$ cat config.mk
export PLATFORM = sky130hd
export DESIGN_NAME = topk_accuracy_counter
export DESIGN_NICKNAME = d
export VERILOG_FILES = /design/src/hdl/tkac_pkg.sv /design/src/hdl/tkac_slot_bank.sv /design/src/hdl/topk_accuracy_counter.sv
export SDC_FILE = /design/constraint.sdc
export NUM_CORES = 1
export LEC_CHECK = 0
export BUFFER_PORTS_ARGS = -buffer_cell sky130_fd_sc_hd__buf_2
export CORE_ASPECT_RATIO = 0.9
export CORE_MARGIN = 1
export CORE_UTILIZATION = 55
export DETAILED_ROUTE_END_ITERATION = 10
export PLACE_DENSITY_LB_ADDON = 0.1
export SLEW_MARGIN = 20
export SYNTH_ARGS = -nofsm -noshare
export SYNTH_HDL_FRONTEND = slang
export SYNTH_HIERARCHICAL = 1
export SYNTH_SLANG_ARGS = --single-unit
export TNS_END_PERCENT = 10
$ cat constraint.sdc
create_clock -name clock -period 17.4 [get_ports clock]
set_input_delay 3.48 -clock clock [delete_from_list [all_inputs] [get_ports clock]]
set_output_delay 3.48 -clock clock [all_outputs]
set_load 0.01 [all_outputs]
$ cat src/hdl/tkac_pkg.sv
// ----------------------------------------------------------------------------
// Top-k accuracy counter package
// Field widths, reset constants and the slot bank control bundle.
// ----------------------------------------------------------------------------
package tkac_pkg;

   localparam int SCORE_W = 32;
   localparam int LABEL_W = 10;
   localparam int COUNT_W = 11;
   localparam int TOPK_W  = 3;

   localparam logic signed [SCORE_W-1:0] EMPTY_SCORE = {1'b1, {(SCORE_W-1){1'b0}}};
   localparam logic [TOPK_W-1:0]         TOPK_RESET  = 3'd5;

   typedef struct packed {
      logic step;
      logic row_end;
   } slot_ctl_type;

endpackage

$ cat src/hdl/tkac_slot_bank.sv
// ----------------------------------------------------------------------------
// Top-k slot bank
// Holds the best scores of the current row with their class numbers, replaces
// the first smallest used slot on a strictly greater score, and checks the
// row label against the used slots.
// ----------------------------------------------------------------------------
module tkac_slot_bank #(
   parameter int MAX_SLOTS = 5,
   parameter int CLASS_W   = 10,
   parameter int KW        = 3
) (
   input  logic                                  clock,
   input  logic                                  reset,
   input  tkac_pkg::slot_ctl_type                ctl,
   input  logic signed [tkac_pkg::SCORE_W-1:0]   logit,
   input  logic [CLASS_W-1:0]                    class_num,
   input  logic [tkac_pkg::LABEL_W-1:0]          label,
   input  logic [KW-1:0]                         slots_used,
   output logic                                  hit
);
   import tkac_pkg::*;

   localparam int LVL    = (MAX_SLOTS > 1) ? $clog2(MAX_SLOTS) : 0;
   localparam int LEAVES = 1 << LVL;
   localparam int SLOT_W = (MAX_SLOTS > 1) ? $clog2(MAX_SLOTS) : 1;
   localparam int CMP_W  = (CLASS_W > LABEL_W) ? CLASS_W : LABEL_W;

   typedef struct packed {
      logic               live;
      logic [SCORE_W-1:0] score;
      logic [SLOT_W-1:0]  idx;
   } node_type;

   logic signed [SCORE_W-1:0] best_score_ff [MAX_SLOTS];
   logic [CLASS_W-1:0]        best_class_ff [MAX_SLOTS];
   logic signed [SCORE_W-1:0] best_score_in [MAX_SLOTS];
   logic [CLASS_W-1:0]        best_class_in [MAX_SLOTS];

   node_type node [1:2*LEAVES-1];
   node_type win;
   logic     replace;

   // min tree: ties keep the lower slot
   always_comb begin
      for (int i = 0; i < LEAVES; i++) begin
         if (i < MAX_SLOTS) begin
            node[LEAVES+i].live  = (i < int'(slots_used));
            node[LEAVES+i].score = best_score_ff[i];
         end else begin
            node[LEAVES+i].live  = 1'b0;
            node[LEAVES+i].score = EMPTY_SCORE;
         end
         node[LEAVES+i].idx = SLOT_W'(i);
      end
      for (int n = LEAVES - 1; n >= 1; n--) begin
         if (node[2*n+1].live &&
             (!node[2*n].live ||
              $signed(node[2*n+1].score) < $signed(node[2*n].score))) begin
            node[n] = node[2*n+1];
         end else begin
            node[n] = node[2*n];
         end
      end
   end

   assign win     = node[1];
   assign replace = logit > $signed(win.score);

   always_comb begin
      hit = 1'b0;
      for (int i = 0; i < MAX_SLOTS; i++) begin
         best_score_in[i] = best_score_ff[i];
         best_class_in[i] = best_class_ff[i];
         if (replace && win.idx == SLOT_W'(i)) begin
            best_score_in[i] = logit;
            best_class_in[i] = class_num;
         end
         if (i < int'(slots_used) && CMP_W'(best_class_in[i]) == CMP_W'(label)) begin
            hit = 1'b1;
         end
      end
   end

   always_ff @(posedge clock) begin
      for (int i = 0; i < MAX_SLOTS; i++) begin
         if (reset || (ctl.step && ctl.row_end)) begin
            best_score_ff[i] <= EMPTY_SCORE;
            best_class_ff[i] <= '0;
         end else if (ctl.step) begin
            best_score_ff[i] <= best_score_in[i];
            best_class_ff[i] <= best_class_in[i];
         end
      end
   end

endmodule

$ cat src/hdl/topk_accuracy_counter.sv
// ----------------------------------------------------------------------------
// Top-k accuracy counter
// Streaming top-k accuracy over rows of classifier scores (signed Q16.16).
// ----------------------------------------------------------------------------
// Usage:
//   req_* carries one class score per request; req_end_of_row marks the last
//   score of a row and samples req_label and req_end_of_batch with it.
//   rsp_* returns one result per row: hit flag, running correct count of the
//   batch (this row included) and the batch-done flag. Other requests give no
//   response.
//   csr_we/csr_wdata write top_k (number of slots checked, 1 to 5) at once;
//   write only while no request is in flight.
//   Throughput is one request per cycle unless a row end stalls (below). A
//   request is held in the input register, and a row end loads the response
//   register when it steps, which raises rsp_valid. The slot update and
//   label check are combinational from the input register.
//   When rsp_ready is low, scores that end no row keep flowing; a row end
//   waits in the input register and req_ready drops until the response
//   register frees up.
//   Reset empties the slots, clears the class and correct counters, restores
//   top_k to 5 and drops both valid flags.
// ----------------------------------------------------------------------------
module topk_accuracy_counter #(
   parameter int MAX_CLASSES = 1024,
   parameter int MAX_SLOTS   = 5,
   parameter int MAX_BATCH   = 1024
) (
   input  logic                                 clock,
   input  logic                                 reset,
   input  logic                                 req_valid,
   output logic                                 req_ready,
   input  logic signed [tkac_pkg::SCORE_W-1:0]  req_logit,
   input  logic [tkac_pkg::LABEL_W-1:0]         req_label,
   input  logic                                 req_end_of_row,
   input  logic                                 req_end_of_batch,
   output logic                                 rsp_valid,
   input  logic                                 rsp_ready,
   output logic                                 rsp_row_hit,
   output logic [tkac_pkg::COUNT_W-1:0]         rsp_batch_correct,
   output logic                                 rsp_batch_done,
   input  logic                                 csr_we,
   input  logic [tkac_pkg::TOPK_W-1:0]          csr_wdata
);
   import tkac_pkg::*;

   localparam int CLASS_W = $clog2(MAX_CLASSES);
   localparam int CORR_W  = $clog2(MAX_BATCH + 1);
   localparam int KW      = $clog2(MAX_SLOTS + 1);

   logic                      in_valid_ff;
   logic signed [SCORE_W-1:0] in_logit_ff;
   logic [LABEL_W-1:0]        in_label_ff;
   logic                      in_eor_ff;
   logic                      in_eob_ff;

   logic [TOPK_W-1:0]  top_k_ff;
   logic [KW-1:0]      slots_used;
   logic [CLASS_W-1:0] class_ff;
   logic [CLASS_W-1:0] class_in;
   logic [CORR_W-1:0]  correct_ff;
   logic [CORR_W-1:0]  correct_in;

   logic               rsp_valid_ff;
   logic               rsp_hit_ff;
   logic [COUNT_W-1:0] rsp_correct_ff;
   logic               rsp_done_ff;

   logic         step;
   logic         hit;
   slot_ctl_type slot_ctl;

   assign step      = in_valid_ff && (!in_eor_ff || !rsp_valid_ff || rsp_ready);
   assign req_ready = !in_valid_ff || step;

   always_comb begin
      if (top_k_ff == '0) begin
         slots_used = KW'(1);
      end else if (int'(top_k_ff) > MAX_SLOTS) begin
         slots_used = KW'(MAX_SLOTS);
      end else begin
         slots_used = KW'(top_k_ff);
      end
   end

   assign slot_ctl.step    = step;
   assign slot_ctl.row_end = in_eor_ff;

   tkac_slot_bank #(
      .MAX_SLOTS (MAX_SLOTS),
      .CLASS_W   (CLASS_W),
      .KW        (KW)
   ) u_slot_bank (
      .clock      (clock),
      .reset      (reset),
      .ctl        (slot_ctl),
      .logit      (in_logit_ff),
      .class_num  (class_ff),
      .label      (in_label_ff),
      .slots_used (slots_used),
      .hit        (hit)
   );

   always_comb begin
      if (in_eor_ff) begin
         class_in = '0;
      end else if (int'(class_ff) < MAX_CLASSES - 1) begin
         class_in = class_ff + CLASS_W'(1);
      end else begin
         class_in = class_ff;
      end
      if (hit && int'(correct_ff) < MAX_BATCH) begin
         correct_in = correct_ff + CORR_W'(1);
      end else begin
         correct_in = correct_ff;
      end
   end

   always_ff @(posedge clock) begin
      if (reset) begin
         top_k_ff <= TOPK_RESET;
      end else if (csr_we) begin
         top_k_ff <= csr_wdata;
      end
   end

   always_ff @(posedge clock) begin
      if (reset) begin
         in_valid_ff <= 1'b0;
      end else if (req_ready) begin
         in_valid_ff <= req_valid;
      end
   end

   always_ff @(posedge clock) begin
      if (req_ready && req_valid) begin
         in_logit_ff <= req_logit;
         in_label_ff <= req_label;
         in_eor_ff   <= req_end_of_row;
         in_eob_ff   <= req_end_of_batch;
      end
   end

   always_ff @(posedge clock) begin
      if (reset) begin
         class_ff   <= '0;
         correct_ff <= '0;
      end else if (step) begin
         class_ff <= class_in;
         if (in_eor_ff) begin
            correct_ff <= in_eob_ff ? '0 : correct_in;
         end
      end
   end

   always_ff @(posedge clock) begin
      if (reset) begin
         rsp_valid_ff <= 1'b0;
      end else if (step && in_eor_ff) begin
         rsp_valid_ff <= 1'b1;
      end else if (rsp_ready) begin
         rsp_valid_ff <= 1'b0;
      end
   end

   always_ff @(posedge clock) begin
      if (step && in_eor_ff) begin
         rsp_hit_ff     <= hit;
         rsp_correct_ff <= COUNT_W'(correct_in);
         rsp_done_ff    <= in_eob_ff;
      end
   end

   assign rsp_valid         = rsp_valid_ff;
   assign rsp_row_hit       = rsp_hit_ff;
   assign rsp_batch_correct = rsp_correct_ff;
   assign rsp_batch_done    = rsp_done_ff;

   a_row_end_gives_rsp: assert property (@(posedge clock) disable iff (reset)
      step && in_eor_ff |=> rsp_valid_ff)
      else $error("row end did not load the response register");

   a_full_rsp_blocks_row_end: assert property (@(posedge clock) disable iff (reset)
      in_valid_ff && in_eor_ff && rsp_valid_ff && !rsp_ready |-> !step && !req_ready)
      else $error("row end advanced over a stalled response");

   a_batch_end_clears: assert property (@(posedge clock) disable iff (reset)
      step && in_eor_ff && in_eob_ff |=> correct_ff == '0)
      else $error("correct count not cleared after batch end");

   a_correct_bound: assert property (@(posedge clock) disable iff (reset)
      int'(correct_ff) <= MAX_BATCH)
      else $error("correct count above saturation");

   a_class_bound: assert property (@(posedge clock) disable iff (reset)
      int'(class_ff) <= MAX_CLASSES - 1)
      else $error("class counter above saturation");

endmodule
==> reports/metrics.yaml <==
run_status: "finished, final reports clean"
worstPathArrival_ns: 16.80
synth_seq_area_share_pct: 50.5
synthTopCellsByCount: "267 x edfxtp_1, 158 x ha_1, 124 x a21oi_1"
synth.distinct_cells: 86
rsz0062_at_grt: "false"
synth_edf_count: 267
place_ws_ns: 1.40
drtIter0Drc: 1117
grt_util_all_layers_pct: 27.7
path_clk_slew_ns: 0.06
hold_path_depth: 2
wirelength_mm: 43.6
worstSetupPathType: "flop to flop"
skew_ns: 0.0212
die_w_um: 187
post_cts_resized: 0
gp_congestion: 0.940
post-cts-setup-buffers: 0
core_area_um2: 30100
endpoint_kind: "flop"
hold_end: "top_k_ff[0]"
postRouteAntennaNets: 0
numPortBuffers: 66
synth_cells: 1524
grt_pass1_vias: 11733
power_density_nw_per_um2: 127
ios: 67
peakVddDrop_v: 0.0000870
reg2reg_slack_ns: 1.09
via_count: 12387
cpPeakStageDelay_ns: 0.74
setup_viol: 0
rows: 60
async_reset_ff_share_pct: 0
synth_largest_area_cell: "edfxtp_1"
r2r-end: "correct_ff[3]"
grt_remaining_overflow: 0
dp_cells: 1941
synth_area_leaders: "edfxtp_1 47%, ha_1 12%, mux2i_1 6.4%"
hold_class: "flop to flop"
cts_tree: "built"
dpl.hpwl_mm: 31.0
fp.dieArea_um2: 31500
routedWlPerCell_um: 21.9
drc: 0
synth_top_area_share_pct: 47.4
synth_area_um2: 16900
crit_slowest_cell: "nor2_1"
slew_headroom_pct: 26.7
nets: 1782
cp.required_ns: 17.89
vias_per_cell: 6.21
grt_max_degree: 50
drv_cap: 0
htreeDepth: 1
p_leak_nw: 7.55
antenna_found_initial: 0
path_max_fanout: 30
cts_root_buf: "clkbuf_16"
fin_crit_ns: 16.31
ctsHoldBuffers: 0
area_growth_pct: 9.95
reg2reg_depth: 48
final.period_utilization_pct: 93.7
drive_gt1_share_pct: 9.98
synth_seq_cells: 293
fmax_ghz: 0.0613
clk_latency_ns: 0.59
num-fill-cells: 2381
ys.flop_type: "edfxtp_1"
start_util_pct: 56.2
avgSynthCellArea_um2: 11.1
startpoint_type: "flop"
setup_tns_ns: 0
fin_ws_ns: 1.09
grt_pass1_wl_mm: 67.4
yosys_warnings: 6
clock-sinks: 293
dr.pass1.iters: 6
report.final.slew_viol_count: 0
hp-start: "top_k_ff[0]"
tightest_slew_ns: 1.10
r2r-start: "u_slot_bank/best_score_ff[1][2]"
synth.net_count: 1734
die_h_um: 168
diodes: 0
cts_buffers: 31
stdcell_count: 1996
yosysMostFrequentCell: "edfxtp_1"
hold_viol: 0
cts_buffer_depth: 3
path_common_cell: "ha_1"
==> stage by stage <==
step                util (%)  instance area [µm²]  total power [mW]  hold WS (ns)
finish                  61.8                18600              2.36         0.485
global route            61.8                18600              2.50         0.525
CTS                     61.7                18600              2.35         0.487
detailed placement      58.6                17600              1.73         0.468
global placement        58.6                17600              1.71         0.470
floorplan                  -                16900              1.49         0.435
==> worst max path at each step <==
stage | end | startpoint | slack (ns) | cells after the start
5_1_grt | correct_ff[3] | u_slot_bank/best_score_ff[1][2] | 0.08 | 47
2_1_floorplan | correct_ff[6] | u_slot_bank/best_score_ff[1][31] | 4.66 | 55
3_5_place_dp | correct_ff[3] | u_slot_bank/best_score_ff[1][2] | 1.40 | 48
4_1_cts | correct_ff[3] | u_slot_bank/best_score_ff[1][2] | 1.29 | 48
3_3_place_gp | correct_ff[3] | u_slot_bank/best_score_ff[1][31] | 2.19 | 46
6_report | correct_ff[3] | u_slot_bank/best_score_ff[1][2] | 1.09 | 48
==> logic make-up after synthesis <==
family | Yosys count | synth area share (%)
DFF | 293 | 50.5
buffers and inverters | 181 | 4.17
AOI/OAI and AO/OA | 335 | 12.4
muxes | 109 | 6.46
and+or+nand+nor | 404 | 12.5
xor gates and xnor gates | 44 | 2.28
adders and majority gates | 158 | 11.7
==> critical path: cells and delay by family, from the launching register on <==
family | cells | cell delay, ns
AND/OR/NAND/NOR | 18 | 6.55
adder cells (fa/ha/maj) | 4 | 1.28
XOR/XNOR | 1 | 0.22
buffers and inverters | 2 | 0.89
flip-flops | 1 | 0.40
AO/OA/AOI/OAI | 21 | 6.31
multiplexers | 2 | 0.53
==> cell type report <==
| class | instances | area, µm² | share of cell area (%) |
|---|---|---|---|
| inverters | 115 | 432 | 2.32 |
| repair buffers | 80 | 435 | 2.34 |
| flip-flops and latches | 293 | 8540 | 45.9 |
| well taps | 403 | 504 | 2.71 |
| clock buffers | 41 | 833 | 4.48 |
| multi-input cells | 1051 | 7760 | 41.7 |
| clock inverters | 13 | 90.1 | 0.484 |
==> per-layer routing <==
metal  share of wire, %  routed length, µm  global-route usage [%]  vias up
li1                   -                  -                       -     5803
met1                 48              20900                    41.9     6035
met2                 43              18800                    41.8      491
met3                7.2               3160                    4.63       58
met4                1.9                820                    5.70        0
met5                  0                  0                       0        -
==> layout by cell type, fill, tap and decap left out, types with 19 or more instances in the layout <==
master       n
o21ai_0     76
a21o_1      24
and2_1      34
xor2_1      19
nor2_1     105
edfxtp_1   267
nand4_1     45
ha_1       158
nand3_1     29
nand2_1     78
dfxtp_1     26
clkbuf_16   31
xnor2_1     25
inv_1      115
a21oi_1    124
mux2i_1    108
buf_2       66
==> where the power goes <==
part | switching (mW) | leakage, nW | total [mW] | internal (mW)
clock network | 0.267 | 0.452 | 0.615 | 0.347
registers | 0.0346 | 2.95 | 0.857 | 0.822
logic | 0.561 | 4.15 | 0.890 | 0.329
total | 0.863 | 7.55 | 2.36 | 1.50
==> registers in the layout, summed over array words and instances, names as in the netlist <==
signal and count:
class_ff 10, correct_ff 11, in_eob_ff 1, in_eor_ff 1, in_label_ff 10, in_logit_ff 32, in_valid_ff 1, rsp_batch_correct 11
rsp_batch_done 1, rsp_row_hit 1, rsp_valid 1, top_k_ff 3, u_slot_bank/best_class_ff 50, u_slot_bank/best_score_ff 160
No activity file was read; power rests on OpenSTA's default activity.
